<file path="src/design/hsl_pkg.sv">
// ----------------------------------------------------------------------------
// hsl_pkg
// Shared types and constants of the HSL to RGB colour converter.
// ----------------------------------------------------------------------------
package hsl_pkg;

  localparam int unsigned SEXT_W = 3;
  localparam int unsigned BYTE_W = 8;
  localparam int unsigned ARGB_W = 32;

  localparam logic [BYTE_W-1:0] ALPHA = 8'hff;

  typedef enum logic [SEXT_W-1:0] {
    SEXT_RED_YEL = 3'd0,
    SEXT_YEL_GRN = 3'd1,
    SEXT_GRN_CYN = 3'd2,
    SEXT_CYN_BLU = 3'd3,
    SEXT_BLU_MAG = 3'd4,
    SEXT_MAG_RED = 3'd5
  } sextant_e;

endpackage

</file>
<file path="src/design/hsl_vm.sv">
// ----------------------------------------------------------------------------
// hsl_vm
// First two stages: clamp the inputs, form l*s and the hue sextant, then the
// largest channel v, the smallest channel m and their span d.
// ----------------------------------------------------------------------------
module hsl_vm #(
  parameter int unsigned FRAC_BITS = 16
) (
  input  logic                  clk_i,
  input  logic                  en_i,
  input  logic [FRAC_BITS-1:0]  hue_i,
  input  logic [FRAC_BITS:0]    saturation_i,
  input  logic [FRAC_BITS:0]    lightness_i,
  output logic [FRAC_BITS:0]    v_o,
  output logic [FRAC_BITS:0]    m_o,
  output logic [FRAC_BITS:0]    d_o,
  output logic [FRAC_BITS-1:0]  frac_o,
  output hsl_pkg::sextant_e     sext_o
);

  localparam int unsigned UW  = FRAC_BITS + 1;
  localparam int unsigned PW  = 2 * FRAC_BITS + 2;
  localparam int unsigned V2W = 2 * FRAC_BITS + 3;
  localparam int unsigned HW  = FRAC_BITS + hsl_pkg::SEXT_W;
  localparam logic [UW-1:0] ONE  = UW'(1) << FRAC_BITS;
  localparam logic [UW-1:0] HALF = UW'(1) << (FRAC_BITS - 1);

  logic [UW-1:0]        sat_c, light_c;
  logic [HW-1:0]        hue6;
  logic [UW-1:0]        l_q, s_q;
  logic [PW-1:0]        p_q;
  logic [FRAC_BITS-1:0] frac1_q;
  hsl_pkg::sextant_e    sext1_q;

  logic [V2W-1:0]       v2;
  logic [UW-1:0]        v_c;
  logic [UW:0]          m_wide;
  logic [UW-1:0]        m_c;
  logic [UW-1:0]        v_q, m_q, d_q;
  logic [FRAC_BITS-1:0] frac2_q;
  hsl_pkg::sextant_e    sext2_q;

  assign sat_c   = (saturation_i > ONE) ? ONE : saturation_i;
  assign light_c = (lightness_i > ONE) ? ONE : lightness_i;
  assign hue6    = (HW'(hue_i) << 2) + (HW'(hue_i) << 1);

  always_ff @(posedge clk_i) begin
    if (en_i) begin
      l_q     <= light_c;
      s_q     <= sat_c;
      p_q     <= PW'(light_c) * PW'(sat_c);
      frac1_q <= hue6[FRAC_BITS-1:0];
      sext1_q <= hsl_pkg::sextant_e'(hue6[HW-1:FRAC_BITS]);
    end
  end

  always_comb begin
    if (l_q <= HALF) begin
      v2 = (V2W'(l_q) << FRAC_BITS) + V2W'(p_q);
    end else begin
      v2 = ((V2W'(l_q) + V2W'(s_q)) << FRAC_BITS) - V2W'(p_q);
    end
  end

  assign v_c    = v2[2*FRAC_BITS:FRAC_BITS];
  assign m_wide = {l_q, 1'b0} - {1'b0, v_c};
  assign m_c    = m_wide[UW-1:0];

  always_ff @(posedge clk_i) begin
    if (en_i) begin
      v_q     <= v_c;
      m_q     <= m_c;
      d_q     <= v_c - m_c;
      frac2_q <= frac1_q;
      sext2_q <= sext1_q;
    end
  end

  assign v_o    = v_q;
  assign m_o    = m_q;
  assign d_o    = d_q;
  assign frac_o = frac2_q;
  assign sext_o = sext2_q;

endmodule

</file>
<file path="src/design/hsl_chan.sv">
// ----------------------------------------------------------------------------
// hsl_chan
// Last two stages: scale the span by the hue fraction, then pick the three
// channels by sextant and turn each into a byte.
// ----------------------------------------------------------------------------
module hsl_chan #(
  parameter int unsigned FRAC_BITS = 16
) (
  input  logic                         clk_i,
  input  logic                         en_i,
  input  logic [FRAC_BITS:0]           v_i,
  input  logic [FRAC_BITS:0]           m_i,
  input  logic [FRAC_BITS:0]           d_i,
  input  logic [FRAC_BITS-1:0]         frac_i,
  input  hsl_pkg::sextant_e            sext_i,
  output logic [hsl_pkg::ARGB_W-1:0]   argb_o
);

  localparam int unsigned UW = FRAC_BITS + 1;
  localparam int unsigned MW = 2 * FRAC_BITS + 1;
  localparam int unsigned BW = FRAC_BITS + hsl_pkg::BYTE_W + 1;

  logic [MW-1:0]     prod;
  logic [UW-1:0]     v_q, m_q, vsf_q;
  hsl_pkg::sextant_e sext_q;
  logic [UW-1:0]     mid1, mid2;
  logic [UW-1:0]     r_c, g_c, b_c;
  logic [hsl_pkg::BYTE_W-1:0] r_b, g_b, b_b;
  logic [hsl_pkg::ARGB_W-1:0] argb_q;

  function automatic logic [hsl_pkg::BYTE_W-1:0] to_byte(input logic [UW-1:0] c);
    logic [BW-1:0] x;
    x = (BW'(c) << hsl_pkg::BYTE_W) - BW'(c);
    return x[FRAC_BITS+hsl_pkg::BYTE_W-1:FRAC_BITS];
  endfunction

  assign prod = MW'(d_i) * MW'(frac_i);

  always_ff @(posedge clk_i) begin
    if (en_i) begin
      v_q    <= v_i;
      m_q    <= m_i;
      vsf_q  <= prod[MW-1:FRAC_BITS];
      sext_q <= sext_i;
    end
  end

  assign mid1 = m_q + vsf_q;
  assign mid2 = v_q - vsf_q;

  always_comb begin
    unique case (sext_q)
      hsl_pkg::SEXT_RED_YEL: begin r_c = v_q;  g_c = mid1; b_c = m_q;  end
      hsl_pkg::SEXT_YEL_GRN: begin r_c = mid2; g_c = v_q;  b_c = m_q;  end
      hsl_pkg::SEXT_GRN_CYN: begin r_c = m_q;  g_c = v_q;  b_c = mid1; end
      hsl_pkg::SEXT_CYN_BLU: begin r_c = m_q;  g_c = mid2; b_c = v_q;  end
      hsl_pkg::SEXT_BLU_MAG: begin r_c = mid1; g_c = m_q;  b_c = v_q;  end
      default:               begin r_c = v_q;  g_c = m_q;  b_c = mid2; end
    endcase
  end

  assign r_b = to_byte(r_c);
  assign g_b = to_byte(g_c);
  assign b_b = to_byte(b_c);

  always_ff @(posedge clk_i) begin
    if (en_i) begin
      argb_q <= {hsl_pkg::ALPHA, r_b, g_b, b_b};
    end
  end

  assign argb_o = argb_q;

endmodule

</file>
<file path="src/design/hsl_to_rgb_converter.sv">
// ----------------------------------------------------------------------------
// hsl_to_rgb_converter
// HSL pixel to packed ARGB colour, four-stage pipeline.
// ----------------------------------------------------------------------------
// Takes one pixel word per clock while stall_o is low and returns its colour
// once it has passed every stage. The pipeline advances as a whole: while the
// output word waits under stall, every stage holds and stall_o is raised.
// The stages are the l*s product, the v/m/span adds, the span-times-fraction
// product and the channel select with byte scaling; the two multipliers set
// the cycle time. Saturation and lightness above one clamp to one.
module hsl_to_rgb_converter #(
  parameter int unsigned FRAC_BITS = 16
) (
  input  logic                               clk_i,
  input  logic                               rst_ni,
  input  logic                               valid_i,
  output logic                               stall_o,
  input  logic [FRAC_BITS-1:0]               hue_i,
  input  logic [FRAC_BITS:0]                 saturation_i,
  input  logic [FRAC_BITS:0]                 lightness_i,
  output logic                               valid_o,
  input  logic                               stall_i,
  output logic [hsl_pkg::ARGB_W-1:0]         argb_o
);

  localparam int unsigned DEPTH = 4;

  logic                 en;
  logic [DEPTH-1:0]     vld_q, vld_d;
  logic [FRAC_BITS:0]   v, m, d;
  logic [FRAC_BITS-1:0] frac;
  hsl_pkg::sextant_e    sext;

  assign en      = !(vld_q[DEPTH-1] && stall_i);
  assign stall_o = !en;
  assign valid_o = vld_q[DEPTH-1];
  assign vld_d   = {vld_q[DEPTH-2:0], valid_i};

  always_ff @(posedge clk_i or negedge rst_ni) begin
    if (!rst_ni) begin
      vld_q <= '0;
    end else if (en) begin
      vld_q <= vld_d;
    end
  end

  hsl_vm #(
    .FRAC_BITS(FRAC_BITS)
  ) u_vm (
    .clk_i       (clk_i),
    .en_i        (en),
    .hue_i       (hue_i),
    .saturation_i(saturation_i),
    .lightness_i (lightness_i),
    .v_o         (v),
    .m_o         (m),
    .d_o         (d),
    .frac_o      (frac),
    .sext_o      (sext)
  );

  hsl_chan #(
    .FRAC_BITS(FRAC_BITS)
  ) u_chan (
    .clk_i (clk_i),
    .en_i  (en),
    .v_i   (v),
    .m_i   (m),
    .d_i   (d),
    .frac_i(frac),
    .sext_i(sext),
    .argb_o(argb_o)
  );

`ifndef NO_ASSERTIONS
  a_hold_on_stall: assert property (@(posedge clk_i) disable iff (!rst_ni)
    !en |=> $stable(vld_q))
    else $error("pipeline valid bits moved under stall");

  a_m_le_v: assert property (@(posedge clk_i) disable iff (!rst_ni)
    vld_q[1] |-> (m <= v) && (d == v - m))
    else $error("smallest channel exceeds largest channel");

  a_alpha: assert property (@(posedge clk_i) disable iff (!rst_ni)
    valid_o |-> argb_o[31:24] == hsl_pkg::ALPHA)
    else $error("alpha byte wrong on output word");
`endif

endmodule
</file>
<file path="config.mk">
export PLATFORM = sky130hd
export DESIGN_NAME = hsl_to_rgb_converter
export DESIGN_NICKNAME = d
export VERILOG_FILES = /design/src/design/hsl_pkg.sv /design/src/design/hsl_vm.sv /design/src/design/hsl_chan.sv /design/src/design/hsl_to_rgb_converter.sv
export SDC_FILE = /design/constraint.sdc
export NUM_CORES = 2
export LEC_CHECK = 0
export CORE_ASPECT_RATIO = 0.7
export CORE_MARGIN = 2
export CORE_UTILIZATION = 40
export CTS_CLUSTER_DIAMETER = 150
export DETAILED_ROUTE_END_ITERATION = 16
export DONT_BUFFER_PORTS = 1
export PLACE_DENSITY = 0.55
export SYNTH_ARGS = -nofsm -noshare
export SYNTH_HDL_FRONTEND = slang
export SYNTH_SLANG_ARGS = --single-unit
</file>
<file path="constraint.sdc">
create_clock -name clk_i -period 11.6 [get_ports clk_i]
set_input_delay 0.58 -clock clk_i [delete_from_list [all_inputs] [get_ports clk_i]]
set_output_delay 0.58 -clock clk_i [all_outputs]
set_load 0.02 [all_outputs]
</file>
**After elaboration in Yosys (flattened, before gate mapping)**

Cells that the tools add are included.

- Flip-flop bits (word level): 238
- Bits of input ports: 54
- Logic and storage cells: 48

- Add/subtract/negate cells: 11
- Multiply operators: 2
- Equality and inequality tests: 4
- Reductions and logical operators: 6
- $lt $le $gt $ge: 3
- Muxes and demuxes: 6

Operators by type and width:

| cell | count |
|---|---|
| one-hot mux 17 bit (3 select lines) | 3 |
| subtractor 24 x 17 -> 24 bit | 3 |
| subtractor 17 bit | 3 |
| adder 17 bit | 2 |
| > comparator 17 bit (second input constant) | 2 |
| 2-to-1 mux 17 bit | 2 |
| adder 33 bit | 1 |
| multiplier 17 x 16 -> 33 bit | 1 |
| multiplier 17 x 17 -> 33 bit | 1 |
| 2-to-1 mux 33 bit | 1 |
| subtractor 33 bit | 1 |
| adder 18 x 17 -> 19 bit | 1 |
| <= comparator 17 x 16 -> 1 bit (second input constant) | 1 |
| OR reduction 2 bit | 4 |
| equality test 3 x 2 -> 1 bit (second input constant) | 2 |
| equality test 3 x 1 -> 1 bit (second input constant) | 1 |
| equality test 3 bit (second input constant) | 1 |
| zero test 3 bit | 1 |
| logical AND 1 bit | 1 |

**Depth between registers and ports, before layout**

- Depth in word-level cells: 5
- Mapped depth: 33

**Cells and area by module**

A second synthesis with hierarchy kept.

- Cell total of the unflattened synthesis: 3800
- Area total of the unflattened synthesis: 34754.6 µm²

By module, submodules not included:

| module | instances | cells an instance | area each (µm²) |
|---|---|---|---|
| hsl_vm | 1 | 1961 | 18556.5 |
| hsl_chan | 1 | 1829 | 16036.6 |
| hsl_to_rgb_converter | 1 | 10 | 161.4 |

**Least setup slack after synthesis**

No wires, ideal clock.

- Kind: input -> register
- Start: input port saturation_i[3]
- End: register u_vm.p_q[29] (data pin)
- Stages: 29
- Path buffers: 2
- Arrival time: 7046 ps
- Path slack: 4295 ps
- Cells stage by stage: nor4_1 > nand4_1 > nand2_1 > clkbuf_1 > nand2_1 > inv_1 > clkbuf_1 > nand2_1 > fa_1 > fa_1 > fa_1 > inv_1 > fa_1 > fa_1 > inv_1 > fa_1 > inv_1 > ha_1 > a21o_1 > a21o_1 > a21oi_1 > o21ai_0 > a21oi_1 > a31oi_1 > o21ai_1 > nand2b_1 > a21o_1 > a21o_1 > xor2_1

- Longest elaborated chain between the ends: 3

RTL lines:

| item | line | text |
|---|---|---|
| from (decl) | hsl_to_rgb_converter.sv:19 | `input logic [FRAC_BITS:0] saturation_i,` |
| > comparator 17 bit | hsl_vm.sv:43 | `assign sat_c = (saturation_i > ONE) ? ONE : saturation_i;` |
| 2-to-1 mux 17 bit * | hsl_vm.sv:43 |  |
| net u_vm.sat_c[3] | hsl_vm.sv:28 | `logic [UW-1:0] sat_c, light_c;` |
| multiplier 17 x 17 -> 33 bit * | hsl_vm.sv:51 | `p_q <= PW'(light_c) * PW'(sat_c);` |
| to (signal assigned) | hsl_vm.sv:51 |  |
| to (decl) | hsl_vm.sv:31 | `logic [PW-1:0] p_q;` |

Mark *: on every way through the listed nets, which the timed path passes. The rest lies on a longest branch.
A chain may end at the register's enable or synchronous reset.

**Worst setup path in the final report**

- Start: input port lightness_i[11]
- End: register u_vm.p_q[31] (data pin)

- Longest elaborated chain between the ends: 3

RTL lines:

| item | line | text |
|---|---|---|
| from (decl) | hsl_to_rgb_converter.sv:20 | `input logic [FRAC_BITS:0] lightness_i,` |
| > comparator 17 bit | hsl_vm.sv:44 | `assign light_c = (lightness_i > ONE) ? ONE : lightness_i;` |
| 2-to-1 mux 17 bit * | hsl_vm.sv:44 |  |
| multiplier 17 x 17 -> 33 bit * | hsl_vm.sv:51 |  |

Mark *: on every way between the ends. The rest lies on a longest branch, timed or not.

==> results.env <==
OUTCOME='complete, no violations'
INITIAL_UTILIZATION=0.406
MIN-DELAY-PATH-CLASS='input pin to register'
CORE.ROWCOUNT=87
ANTENNA_VIOLATIONS_BEFORE_REPAIR=0
TOTAL_CTS_BUFFERS=28
YOSYSWARNINGCOUNT=0
CTS_HOLD_BUF=1
TIMING.CRITICAL_PATH.ARRIVAL_NS=8.22
GRT_PASS1_WL_UM=136000
NETLIST.TOP_CELL.BY_AREA='sky130_fd_sc_hd__fa_1'
CRITPATHCAPTURETYPE='register'
NETS=4339
TIGHTESTPINTRANSITION_NS=1.07
TIMING.REG2REG.WORST_PATH_DEPTH=23
DIE_WIDTH_UM=346
DR.FIRST_ITER.DRC_COUNT=1943
CLK_SLEW_ON_WORST_S_H_PATHS_NS=0.06
RD_PLACE_CONGESTION=0.916
CTS-ROOT-TO-SINK-BUFFERS=3
DPL.HPWL_UM=67500
FINAL.PERIOD_UTILIZATION=0.682
VIAS_PER_CELL=5.18
FINAL_MAX_SLEW_VIOL_COUNT=0
GRT_START_MAX_NET_PINS=76
FLOORPLAN.IO_PINS=88
DRIVE_ABOVE_1_SHARE=0.0326
TIMING.CLOCK.SKEW_NS=0.0139
DRV_CAP=0
CTS_REPAIR_RESIZE_COUNT=0
GRT.OVERFLOW.TOTAL=0
STARTPOINT='lightness_i[11]'
AREA_GROWTH_SYN_TO_FIN_PCT=6.53
ANTENNA_CELLS_INSERTED=0
IO_BUFFER_COUNT=0
NETLIST_TOP_CELLS_COUNT='sky130_fd_sc_hd__inv_1 (622), sky130_fd_sc_hd__nand2_1 (473), sky130_fd_sc_hd__fa_1 (417), sky130_fd_sc_hd__ha_1 (360), sky130_fd_sc_hd__nor2_1 (280)'
SYNTH_AREA_MM2=0.0328
DESIGN.CORE.AREA_MM2=0.0809
CLOCK_TREE_FROM_TRITONCTS='done'
TRACK_USAGE=0.205
DESIGN.DIE.AREA_MM2=0.0844
SYNTH.FF_LATCH_COUNT=233
MAX_FREQUENCY_MHz=126
SYNTH-ASYNC-RESET-RATIO=0.0172
SYN-MEAN-INSTANCE-AREA_UM2=9.22
DR_TOTAL_VIAS=23834
POSTROUTEANTENNANETS=0
WHS_PATH_CELLS=0
CLK_LATENCY_NS=0.57
MIN_TO='u_vm.frac1_q[1]'
CTS.ROOT.BUFFER_CELL='sky130_fd_sc_hd__clkbuf_16'
CRIT-REG2REG-LAUNCH='u_vm.frac_o[4]'
CTS.SINK_COUNT=233
CRIT_PATH_MAX_INCR_DELAY_NS=0.82
SYNTH.MOST_COMMON_CELL='sky130_fd_sc_hd__inv_1'
FIN_TNS_SETUP_NS=0
DETAIL_ROUTE.FIRST_PASS.ITERATIONS=6
CRITPATHMOSTFREQUENTCELL='sky130_fd_sc_hd__fa_1'
RELSLEWSLACK=0.287
SYNTH.AREA.TOP_CELLS='sky130_fd_sc_hd__fa_1 (25%), sky130_fd_sc_hd__edfxtp_1 (21%), sky130_fd_sc_hd__ha_1 (14%)'
CTS_SETUP_BUFFERS=0
NETLIST.AREA_LEADER.SHARE=0.254
WORST_PATH_REQUIRED_TIME_NS=11.91
CRIT-REG2REG-CAPTURE='u_chan.vsf_q[15]'
TIMING.FINAL.CRIT_PERIOD_NS=7.91
WORST-PATH-MAX-FANOUT=20
WORSTHOLDSTART='hue_i[0]'
HOLD_VIOL_FINAL=0
YS_DOMINANT_REG_CELL='sky130_fd_sc_hd__edfxtp_1'
RSZ0062_AT_GRT='no'
WORSTSETUPPATHTYPE='input pin to register'
POST_ROUTE_DRC_VIOLATION_COUNT=0
WL_UM=85700
AVGROUTEDWIREPERCELL_UM=18.6
CP_SLOWEST_CELL='sky130_fd_sc_hd__o41ai_1'
HTREE_NUM_LEVELS=1
WORSTSETUPSTARTPOINTTYPE='input pin'
SYNTH-SEQ-AREA-SHARE=0.213
SYNTH_ENABLE_FLOP_CELLS=229
SYNTHCELLS=3560
DIE_H_UM=244
GRT_PASS1_VIAS=23714
TIMING.REG2REG.SETUP_SLACK_NS=4.09
FINAL-SETUP-VIOL-COUNT=0
SYNTH_CELL_TYPE_COUNT=86
==> area by class of cell <==
class	instances	area, um2
inverter	628	2360
multi-input combinational	2596	23100
tap	1068	1340
clock buffer	35	778
sequential	233	6980
clock inverter	16	287
fill	8009	45900
timing repair buffer	21	160
==> critical path: cells and delay by family <==
kind                     cells  cell delay (ns)
AO/OA/AOI/OAI                6             1.94
XOR/XNOR                     1             0.12
adder cells (fa/ha/maj)      7             3.41
buffers and inverters        4             0.68
AND/OR/NAND/NOR              7             1.49
==> cell usage in the layout, fill, tap and decap left out, types with 23 or more instances in the layout <==
| cell type | count |
|---|---|
| sky130_fd_sc_hd__a211oi_1 | 23 |
| sky130_fd_sc_hd__a21o_1 | 59 |
| sky130_fd_sc_hd__a21oi_1 | 157 |
| sky130_fd_sc_hd__and2_1 | 89 |
| sky130_fd_sc_hd__and3_1 | 25 |
| sky130_fd_sc_hd__clkbuf_16 | 29 |
| sky130_fd_sc_hd__edfxtp_1 | 229 |
| sky130_fd_sc_hd__fa_1 | 417 |
| sky130_fd_sc_hd__ha_1 | 360 |
| sky130_fd_sc_hd__inv_1 | 622 |
| sky130_fd_sc_hd__nand2_1 | 472 |
| sky130_fd_sc_hd__nand2b_1 | 23 |
| sky130_fd_sc_hd__nand3_1 | 24 |
| sky130_fd_sc_hd__nor2_1 | 279 |
| sky130_fd_sc_hd__nor2b_1 | 30 |
| sky130_fd_sc_hd__nor3_1 | 52 |
| sky130_fd_sc_hd__o21a_1 | 29 |
| sky130_fd_sc_hd__o21ai_0 | 86 |
| sky130_fd_sc_hd__xnor2_1 | 128 |
| sky130_fd_sc_hd__xor2_1 | 45 |
==> how the worst max path moves through the flow <==
stage / to / slack, ns / depth (start not counted)
after floorplan: u_vm.p_q[29] / 4.30 / 29
after global placement: u_vm.p_q[31] / 3.23 / 25
after detailed placement: u_vm.p_q[31] / 3.03 / 25
after CTS: u_vm.p_q[31] / 3.63 / 25
after global routing: u_vm.p_q[31] / 3.13 / 25
final: u_vm.p_q[31] / 3.69 / 25
==> layer usage <==
| layer | track usage | wire (um) |
|---|---|---|
| met4 | 0.0452 | 1960 |
| met2 | 0.297 | 34700 |
| met1 | 0.319 | 43100 |
| met5 | 0 | 0 |
| met3 | 0.0314 | 5990 |
==> flip-flops by register name (all words and copies together), names as in the netlist <==
name           flops
u_chan.argb_o     24
u_chan.m_q        17
u_chan.sext_q      3
u_chan.v_q        16
u_chan.vsf_q      17
u_vm.d_o          16
u_vm.frac1_q      15
u_vm.frac_o       15
u_vm.l_q          17
u_vm.m_o          17
u_vm.p_q          33
u_vm.s_q          17
u_vm.sext1_q       3
u_vm.sext_o        3
u_vm.v_o          16
vld_q              4
==> logic make-up after synthesis <==
group / count (synthesis) / share of synthesized area
buffers and inverters: 745 / 0.0864
multiplexers: 26 / 0.00831
XOR/XNOR: 175 / 0.0474
flip-flops: 233 / 0.213
adder cells (fa/ha/maj): 777 / 0.391
other: 2 / 0.000229
AO/OA/AOI/OAI: 532 / 0.108
AND/OR/NAND/NOR: 1070 / 0.146
==> metrics by stage <==
| stage | setup slack [ns] | hold WS, ns | util | cells | instance area [um2] |
|---|---|---|---|---|---|
| 5_1_grt | 3.13 | 0.0818 | 0.432 | 4597 | 35000 |
| 4_1_cts | 3.63 | 0.0782 | 0.432 | 4597 | 35000 |
| 3_3_place_gp | 3.23 | 0.284 | 0.419 | 4545 | 33900 |
| 6_report | 3.69 | 0.114 | 0.432 | 4597 | 35000 |
| 2_1_floorplan | 4.30 | 0.284 | - | 3574 | 32900 |
| 3_5_place_dp | 3.03 | 0.285 | 0.419 | 4545 | 33900 |
Power is not shown: default switching activity piles up to over one toggle a cycle in this logic, so the estimate is an artifact.
